$ cat config.mk
export PLATFORM = sky130hd
export DESIGN_NAME = rolling_window_extremum
export DESIGN_NICKNAME = d
export VERILOG_FILES = /design/src/rwe_pkg.sv /design/src/rolling_window_extremum.sv /design/src/rwe_hist_mem.sv /design/src/rwe_cmp.sv
export SDC_FILE = /design/constraint.sdc
export NUM_CORES = 2
export LEC_CHECK = 0
export ABC_CLOCK_PERIOD_IN_PS = 5950
export BUFFER_PORTS_ARGS = -buffer_cell sky130_fd_sc_hd__buf_2
export CAP_MARGIN = 10
export CORE_MARGIN = 5
export CORE_UTILIZATION = 50
export DETAILED_ROUTE_END_ITERATION = 10
export PLACE_DENSITY = 0.77
export SETUP_SLACK_MARGIN = 0.15
export SYNTH_ARGS = -nofsm -noshare
export SYNTH_HDL_FRONTEND = slang
export SYNTH_SLANG_ARGS = --single-unit
export TNS_END_PERCENT = 5
$ cat constraint.sdc
create_clock -name clk -period 5.95 [get_ports clk]
set_input_delay 1.19 -clock clk [delete_from_list [all_inputs] [get_ports clk]]
set_output_delay 1.19 -clock clk [all_outputs]
set_load 0.01 [all_outputs]
$ cat src/rwe_pkg.sv
// Shared types and constants for the rolling window extremum block.
// Depends on nothing; imported by every module of the block.
`default_nettype none
package rwe_pkg;

  localparam int MAX_WINDOW = 64;
  localparam int SAMPLE_W   = 32;
  localparam int WIN_W      = 7;
  localparam int SLOT_W     = $clog2(MAX_WINDOW);
  localparam int CFG_IDX_W  = 1;

  localparam logic [WIN_W-1:0] WIN_MAX   = WIN_W'(MAX_WINDOW);
  localparam logic [WIN_W-1:0] WIN_RESET = WIN_W'(16);

  // Register indexes of the configuration port.
  localparam logic [CFG_IDX_W-1:0] REG_WINDOW_LEN = 1'b0;
  localparam logic [CFG_IDX_W-1:0] REG_MODE       = 1'b1;

  // Mode codes.
  localparam logic MODE_MAX = 1'b0;
  localparam logic MODE_MIN = 1'b1;

  typedef logic signed [SAMPLE_W-1:0] sample_t;

  // Request bundle for the history memory: one write and one read port.
  typedef struct packed {
    logic              we;
    logic [SLOT_W-1:0] waddr;
    sample_t           wdata;
    logic              re;
    logic [SLOT_W-1:0] raddr;
  } mem_req_t;

endpackage
`default_nettype wire

$ cat src/rolling_window_extremum.sv
// Top level of the rolling window extremum block: sequencer and registers.
// Depends on rwe_pkg, rwe_hist_mem and rwe_cmp.
//
//   channel | direction | signals                          | accepted when
//   --------+-----------+----------------------------------+----------------------
//   in      | input     | in_valid, in_ready, in_sample    | in_valid & in_ready
//   out     | output    | out_valid, out_ready, out_extremum, out_covered
//           |           |                                  | out_valid & out_ready
//   cfg     | input     | cfg_we, cfg_index, cfg_wdata     | cfg_we
//
// When the new sample is merged into the running extremum, the result passes
// through ST_LEAVE, ST_MERGE and ST_OUT before it is written. A rescan reads
// one stored sample a cycle through the single read port of the history
// memory, compares it in the one shared comparator, and retires the last read
// before the result is written in ST_OUT. The block is ready for the next
// word as soon as the result is written.
// Reset is synchronous and active low; the history memory is not cleared,
// since the contents of slots not yet written are never used.
// A finished result sits in the output register while the next word is
// accepted; the block only stalls at the end of a word if that register is
// still full.
`default_nettype none
module rolling_window_extremum (
  input  wire logic                         clk,
  input  wire logic                         rst_n,
  input  wire logic                         in_valid,
  output logic                              in_ready,
  input  wire rwe_pkg::sample_t             in_sample,
  output logic                              out_valid,
  input  wire logic                         out_ready,
  output rwe_pkg::sample_t                  out_extremum,
  output logic [rwe_pkg::WIN_W-1:0]         out_covered,
  input  wire logic                         cfg_we,
  input  wire logic [rwe_pkg::CFG_IDX_W-1:0] cfg_index,
  input  wire logic [rwe_pkg::WIN_W-1:0]    cfg_wdata
);
  import rwe_pkg::*;

  // Sequencer states.
  localparam logic [2:0] ST_IDLE  = 3'd0;  // waiting for a word
  localparam logic [2:0] ST_LEAVE = 3'd1;  // leaving sample read back, decide
  localparam logic [2:0] ST_MERGE = 3'd2;  // merge new sample into extremum
  localparam logic [2:0] ST_SCAN  = 3'd3;  // walk back over the window
  localparam logic [2:0] ST_OUT   = 3'd4;  // hand the result to the output

  logic [2:0]        state_r, state_nxt;

  // Configuration.
  logic [WIN_W-1:0]  win_len_r, win_len_nxt;
  logic              mode_r, mode_nxt;
  logic              rescan_pend_r, rescan_pend_nxt;

  // Ring bookkeeping.
  logic [SLOT_W-1:0] ws_r, ws_nxt;
  logic [WIN_W-1:0]  fill_r, fill_nxt;

  // Per-word working registers.
  sample_t           samp_r, samp_nxt;
  sample_t           cur_r, cur_nxt;
  logic [WIN_W-1:0]  covered_r, covered_nxt;
  logic [SLOT_W-1:0] base_r, base_nxt;
  logic              full_r, full_nxt;
  logic              first_r, first_nxt;
  logic [SLOT_W-1:0] scan_addr_r, scan_addr_nxt;
  logic [WIN_W-1:0]  scan_left_r, scan_left_nxt;
  logic              rd_pend_r, rd_pend_nxt;

  // Output register.
  logic              out_valid_r, out_valid_nxt;
  sample_t           out_ext_r, out_ext_nxt;
  logic [WIN_W-1:0]  out_cov_r, out_cov_nxt;

  // Derived values.
  logic [WIN_W-1:0]  win_eff;
  logic [WIN_W-1:0]  fill_inc;
  logic [SLOT_W-1:0] leave_addr;
  logic              in_acc;

  mem_req_t          mreq;
  sample_t           rd_data;
  sample_t           cmp_a, cmp_b;
  logic              cmp_better;

  rwe_hist_mem u_mem (
    .clk     (clk),
    .req     (mreq),
    .rd_data (rd_data)
  );

  rwe_cmp u_cmp (
    .a      (cmp_a),
    .b      (cmp_b),
    .mode   (mode_r),
    .better (cmp_better)
  );

  // A window length of zero acts as one, and anything past the ring depth
  // is clipped to the ring depth.
  always_comb begin
    if (win_len_r == '0) begin
      win_eff = WIN_W'(1);
    end else if (win_len_r > WIN_MAX) begin
      win_eff = WIN_MAX;
    end else begin
      win_eff = win_len_r;
    end
  end

  assign fill_inc   = (fill_r == WIN_MAX) ? fill_r : fill_r + WIN_W'(1);
  // With a full-depth window the leaving slot is the one being overwritten;
  // the memory reads before it writes, so the old sample comes back.
  assign leave_addr = ws_r - win_eff[SLOT_W-1:0];
  assign in_ready   = (state_r == ST_IDLE);
  assign in_acc     = in_valid && in_ready;

  // Operand selection for the shared comparator.
  always_comb begin
    cmp_a = rd_data;
    cmp_b = cur_r;
    case (state_r)
      ST_LEAVE: begin
        cmp_a = cur_r;
        cmp_b = rd_data;
      end
      ST_MERGE: begin
        cmp_a = samp_r;
        cmp_b = cur_r;
      end
      default: begin
        cmp_a = rd_data;
        cmp_b = cur_r;
      end
    endcase
  end

  always_comb begin
    state_nxt       = state_r;
    win_len_nxt     = win_len_r;
    mode_nxt        = mode_r;
    rescan_pend_nxt = rescan_pend_r;
    ws_nxt          = ws_r;
    fill_nxt        = fill_r;
    samp_nxt        = samp_r;
    cur_nxt         = cur_r;
    covered_nxt     = covered_r;
    base_nxt        = base_r;
    full_nxt        = full_r;
    first_nxt       = first_r;
    scan_addr_nxt   = scan_addr_r;
    scan_left_nxt   = scan_left_r;
    rd_pend_nxt     = 1'b0;
    out_valid_nxt   = out_valid_r;
    out_ext_nxt     = out_ext_r;
    out_cov_nxt     = out_cov_r;

    mreq.we    = 1'b0;
    mreq.waddr = ws_r;
    mreq.wdata = in_sample;
    mreq.re    = 1'b0;
    mreq.raddr = leave_addr;

    if (out_valid_r && out_ready) begin
      out_valid_nxt = 1'b0;
    end

    unique case (state_r)
      ST_IDLE: begin
        if (in_acc) begin
          // Store the new sample and fetch the one that leaves the window.
          mreq.we     = 1'b1;
          mreq.re     = 1'b1;
          samp_nxt    = in_sample;
          base_nxt    = ws_r;
          full_nxt    = (fill_r >= win_eff);
          first_nxt   = (fill_r == '0);
          ws_nxt      = ws_r + SLOT_W'(1);
          fill_nxt    = fill_inc;
          covered_nxt = (fill_inc < win_eff) ? fill_inc : win_eff;
          state_nxt   = ST_LEAVE;
        end
      end
      ST_LEAVE: begin
        // A rescan is needed after reset or a register write, on the first sample, or
        // when the leaving sample was at least as good as the extremum.
        if (rescan_pend_r || first_r || (full_r && !cmp_better)) begin
          cur_nxt       = samp_r;
          scan_addr_nxt = base_r - SLOT_W'(1);
          scan_left_nxt = covered_r - WIN_W'(1);
          state_nxt     = ST_SCAN;
        end else begin
          state_nxt = ST_MERGE;
        end
      end
      ST_MERGE: begin
        if (cmp_better) begin
          cur_nxt = samp_r;
        end
        state_nxt = ST_OUT;
      end
      ST_SCAN: begin
        // One read issued and one compare retired per cycle.
        if (rd_pend_r && cmp_better) begin
          cur_nxt = rd_data;
        end
        if (scan_left_r != '0) begin
          mreq.re       = 1'b1;
          mreq.raddr    = scan_addr_r;
          rd_pend_nxt   = 1'b1;
          scan_addr_nxt = scan_addr_r - SLOT_W'(1);
          scan_left_nxt = scan_left_r - WIN_W'(1);
        end else if (!rd_pend_r) begin
          state_nxt = ST_OUT;
        end
      end
      ST_OUT: begin
        if (!out_valid_r || out_ready) begin
          out_valid_nxt   = 1'b1;
          out_ext_nxt     = cur_r;
          out_cov_nxt     = covered_r;
          rescan_pend_nxt = 1'b0;
          state_nxt       = ST_IDLE;
        end
      end
      default: begin
        state_nxt = ST_IDLE;
      end
    endcase

    // A register write in ST_IDLE or ST_OUT forces the next word to rescan.
    if (cfg_we) begin
      unique case (cfg_index)
        REG_WINDOW_LEN: begin
          win_len_nxt     = cfg_wdata;
          rescan_pend_nxt = 1'b1;
        end
        REG_MODE: begin
          mode_nxt        = cfg_wdata[0];
          rescan_pend_nxt = 1'b1;
        end
        default: begin
          rescan_pend_nxt = rescan_pend_r;
        end
      endcase
    end
  end

  always_ff @(posedge clk) begin
    if (!rst_n) begin
      state_r       <= ST_IDLE;
      win_len_r     <= WIN_RESET;
      mode_r        <= MODE_MAX;
      rescan_pend_r <= 1'b1;
      ws_r          <= '0;
      fill_r        <= '0;
      cur_r         <= '0;
      rd_pend_r     <= 1'b0;
      out_valid_r   <= 1'b0;
    end else begin
      state_r       <= state_nxt;
      win_len_r     <= win_len_nxt;
      mode_r        <= mode_nxt;
      rescan_pend_r <= rescan_pend_nxt;
      ws_r          <= ws_nxt;
      fill_r        <= fill_nxt;
      cur_r         <= cur_nxt;
      rd_pend_r     <= rd_pend_nxt;
      out_valid_r   <= out_valid_nxt;
    end
  end

  always_ff @(posedge clk) begin
    samp_r      <= samp_nxt;
    covered_r   <= covered_nxt;
    base_r      <= base_nxt;
    full_r      <= full_nxt;
    first_r     <= first_nxt;
    scan_addr_r <= scan_addr_nxt;
    scan_left_r <= scan_left_nxt;
    out_ext_r   <= out_ext_nxt;
    out_cov_r   <= out_cov_nxt;
  end

  assign out_valid    = out_valid_r;
  assign out_extremum = out_ext_r;
  assign out_covered  = out_cov_r;

endmodule
`default_nettype wire

$ cat src/rwe_hist_mem.sv
// History ring store of the rolling window extremum block.
// Depends on rwe_pkg; one write and one registered read per cycle, read-first.
`default_nettype none
module rwe_hist_mem (
  input  wire logic              clk,
  input  wire rwe_pkg::mem_req_t req,
  output rwe_pkg::sample_t       rd_data
);
  import rwe_pkg::*;

  sample_t mem_r [MAX_WINDOW];
  sample_t rd_data_r;

  // A read of the slot being written returns the old contents.
  always_ff @(posedge clk) begin
    if (req.we) begin
      mem_r[req.waddr] <= req.wdata;
    end
    if (req.re) begin
      rd_data_r <= mem_r[req.raddr];
    end
  end

  assign rd_data = rd_data_r;

endmodule
`default_nettype wire

$ cat src/rwe_cmp.sv
// Shared signed comparator of the rolling window extremum block.
// Depends on rwe_pkg; tells whether a is strictly better than b for the mode.
`default_nettype none
module rwe_cmp (
  input  wire rwe_pkg::sample_t a,
  input  wire rwe_pkg::sample_t b,
  input  wire logic             mode,
  output logic                  better
);
  import rwe_pkg::*;

  always_comb begin
    if (mode == MODE_MIN) begin
      better = (a < b);
    end else begin
      better = (a > b);
    end
  end

endmodule
`default_nettype wire

==> flow_summary.toml <==
[routing]
wirelength_mm = 255.8
num_vias = 55100
drc_errors = 0
firstDrtPassIters = 7
avgRoutedWirePerCell_um = 30.66
detail-route-antenna-nets = 0
drt_iter0_drc = 9208
via_per_inst = 6.604

[sta]
max_freq_mhz = 187.8
holdWs_ns = 0.4555
fin_ws_ns = 0.6255
setup_viol = 0
min_period_ns = 5.325
setup_tns_ns = 0
maxSlewViolCount = 0
hold_viol = 0
worstMarginPinSlew_ns = 1.269
skew_ns = 0.05336
fin_crit_sh = 0.8949
slew_headroom = 0.1540
rsz0062_at_grt = "no"

[worst_setup_path]
slowest_stage = "a21o_4"
reg2reg_slack_ns = 0.63
reg2reg_depth = 14
cp.depth = 14
r2r_start = "win_len_r[1]"
crit_path_cell_trace = "nor3_1 -> a21oi_1 -> nor2_1 -> ha_4 -> inv_1 -> fa_1 -> xnor2_1 -> a21o_4 -> buf_12 -> buf_4 -> a311oi_1 -> a31oi_1 -> o22ai_1 -> or4_1"
path_buf_inv = 3
crit_family = "compound AO/OA/AOI/OAI gates"
slowest_delay_ns = 0.94
end_kind = "register"
path_class = "register to register"
r2r-end = "u_mem.rd_data[23]"
worstPathRequired_ns = 6.53
startpoint_type = "register"
arrival_ns = 5.91
path_max_fanout = 55

[placement]
dp_cells = 7953
gp_congestion = 0.8892
io_buffers = 85
pre_cts_ws_ns = 0.7622
dpl.hpwl_mm = 145.6
placed_cell_area_um2 = 94100

[status]
status = "completed"

[cts]
cts_sinks = 2238
post_cts_buffers = 0
cts_max_level = 4
cts.reportedPaths.clkPinSlew_ns = 0.06
cts_buffer_depth = 3
cts_root_buf = "clkbuf_16"
ctsResizeCount = 0
clkLatencyLatePin_ns = 0.86
cts_hold_buffers = 0
cts_buffers = 209
cts_tree = "yes"

[yosys]
synth.distinct_cells = 63
yosysWarnings = 0
synth_area_leaders = "edfxtp_1 73%, mux4_2 5.7%, nand2_1 4.1%"
yosysTopAreaCell = "edfxtp_1"
yosysSeqAreaShare = 0.7449
synth_compound_area_frac = 0.06439
syn_area_per_cell_um2 = 15.82
synth-simple-area-share = 0.07410
synth.area.mux_share = 0.08212
netlist_instances = 5654
synth_area_um2 = 89420
yosys_most_used_dff = "edfxtp_1"
synth_top_area_frac = 0.7317
async_reset_ff_frac = 0
syn-num-nets = 5755
synth_fa_ha_area_frac = 0.007919
synth_edf_count = 2179
synth_top_family_by_area = "multiplexers"
ys_ff_latch = 2238
synth_xor_area_frac = 0.002351

[global_routing]
grt-ovfl-total = 0
gr-usage-all-layers = 0.2701
antenna_found_initial = 26
grt_max_degree = 102
grt_pass1_vias = 53230
grt_pass1_wl_mm = 368.4

[pwr]
ir_drop_v = 0.0003588
power_mw = 37.19
powerDensity_nw_per_um2 = 369.4
leakagePower_nw = 33.56

[die]
dieHeight_um = 432.9
die_area_um2 = 187400
pin_count = 86
rows = 155
core-area_um2 = 178200
start_util = 0.5017
chipWidth_um = 432.9

[min_path]
hp-class = "register to register"
holdPathEnd = "out_covered[6]"
whs_path_depth = 0
hp-start = "covered_r[6]"

[final_layout]
instances_no_fill = 8344
layout_common_cells = "2179 x edfxtp_1, 965 x nand2_1, 278 x nand3_1"
final_cell_area_um2 = 100700
utilization = 0.5649
synthToLayoutAreaGrowth_pct = 12.59
layout-drive-gt1-share = 0.1573
final_common_cell = "edfxtp_1"
nets = 5910

[flow_run]
max_cap_viol_count = 0
## sequential cells by signal, indices dropped and copies added (netlist names)
name           count
u_mem.mem_r     2048
cur_r             32
out_extremum      32
samp_r            32
u_mem.rd_data     32
covered_r          7
fill_r             7
out_covered        7
scan_left_r        7
win_len_r          7
base_r             6
scan_addr_r        6
ws_r               6
state_r            3
first_r            1
full_r             1
mode_r             1
out_valid          1
rd_pend_r          1
rescan_pend_r      1
## kinds of logic (layout without fill, tap and decap cells)
logic type,count (synthesis),after routing
compound gates,806,806
xor+xnor,24,24
fa+ha+maj,56,56
buf+inv,524,846
flops,2238,2238
mux,449,449
other cells,0,13
simple gates,1557,1557
## where the power goes
group	leakage, nW	switching [mW]	internal (mW)
Combinational	10.2	4.15	2.13
Clock	3.18	5.75	7.24
Sequential	20.1	0.360	17.6
## cell usage after synthesis, types with 5 or more instances
master and instances:
edfxtp_1 2179, nand2_1 965, nand3_1 278, a211oi_1 255, clkbuf_1 245, mux4_2 227, mux2i_1 215, nor2_1 170
inv_1 145, a31oi_1 129, a311oi_1 126, o22ai_1 126, buf_2 71, dfxtp_1 59, ha_1 55, buf_1 45
or3_1 39, or4_1 33, a22oi_1 32, a21oi_1 31, a32oi_1 28, o21ai_0 28, o21ai_1 18, nor3_1 17
xnor2_1 13, a21o_1 12, buf_6 12, nor2b_1 11, xor2_1 11, nor3b_1 9, nand4_1 8, mux2_2 7
buf_4 5
## per-layer routing
metal	global-route usage	vias up	part of all wire
met5	0	-	0.00037
met4	0.1441	12	0.062
met3	0.07590	754	0.14
met2	0.4082	4561	0.45
met1	0.3588	27410	0.34
li1	-	22360	-
## worst max-delay path by stage
| stage | from | slack (ns) | to |
|---|---|---|---|
| after floorplan | in_valid | 0.99 | u_mem.mem_r[63][0] |
| after global placement | win_len_r[1] | 0.79 | u_mem.rd_data[23] |
| after detailed placement | win_len_r[1] | 0.76 | u_mem.rd_data[23] |
| after CTS | win_len_r[1] | 0.77 | u_mem.rd_data[22] |
| after global routing | win_len_r[1] | 0.57 | u_mem.rd_data[23] |
| final | win_len_r[1] | 0.63 | u_mem.rd_data[23] |
## final cells by class
class	instances	area (um2)
Antenna cell	13	32.53
Clock buffer	265	5524
Clock inverter	113	1028
Fill cell	12860	77540
Inverter	146	548.0
Multi-Input combinational cell	2892	21300
Sequential cell	2238	66610
Tap cell	2355	2947
Timing Repair Buffer	322	2693
Power figures use the tool's default switching activity.
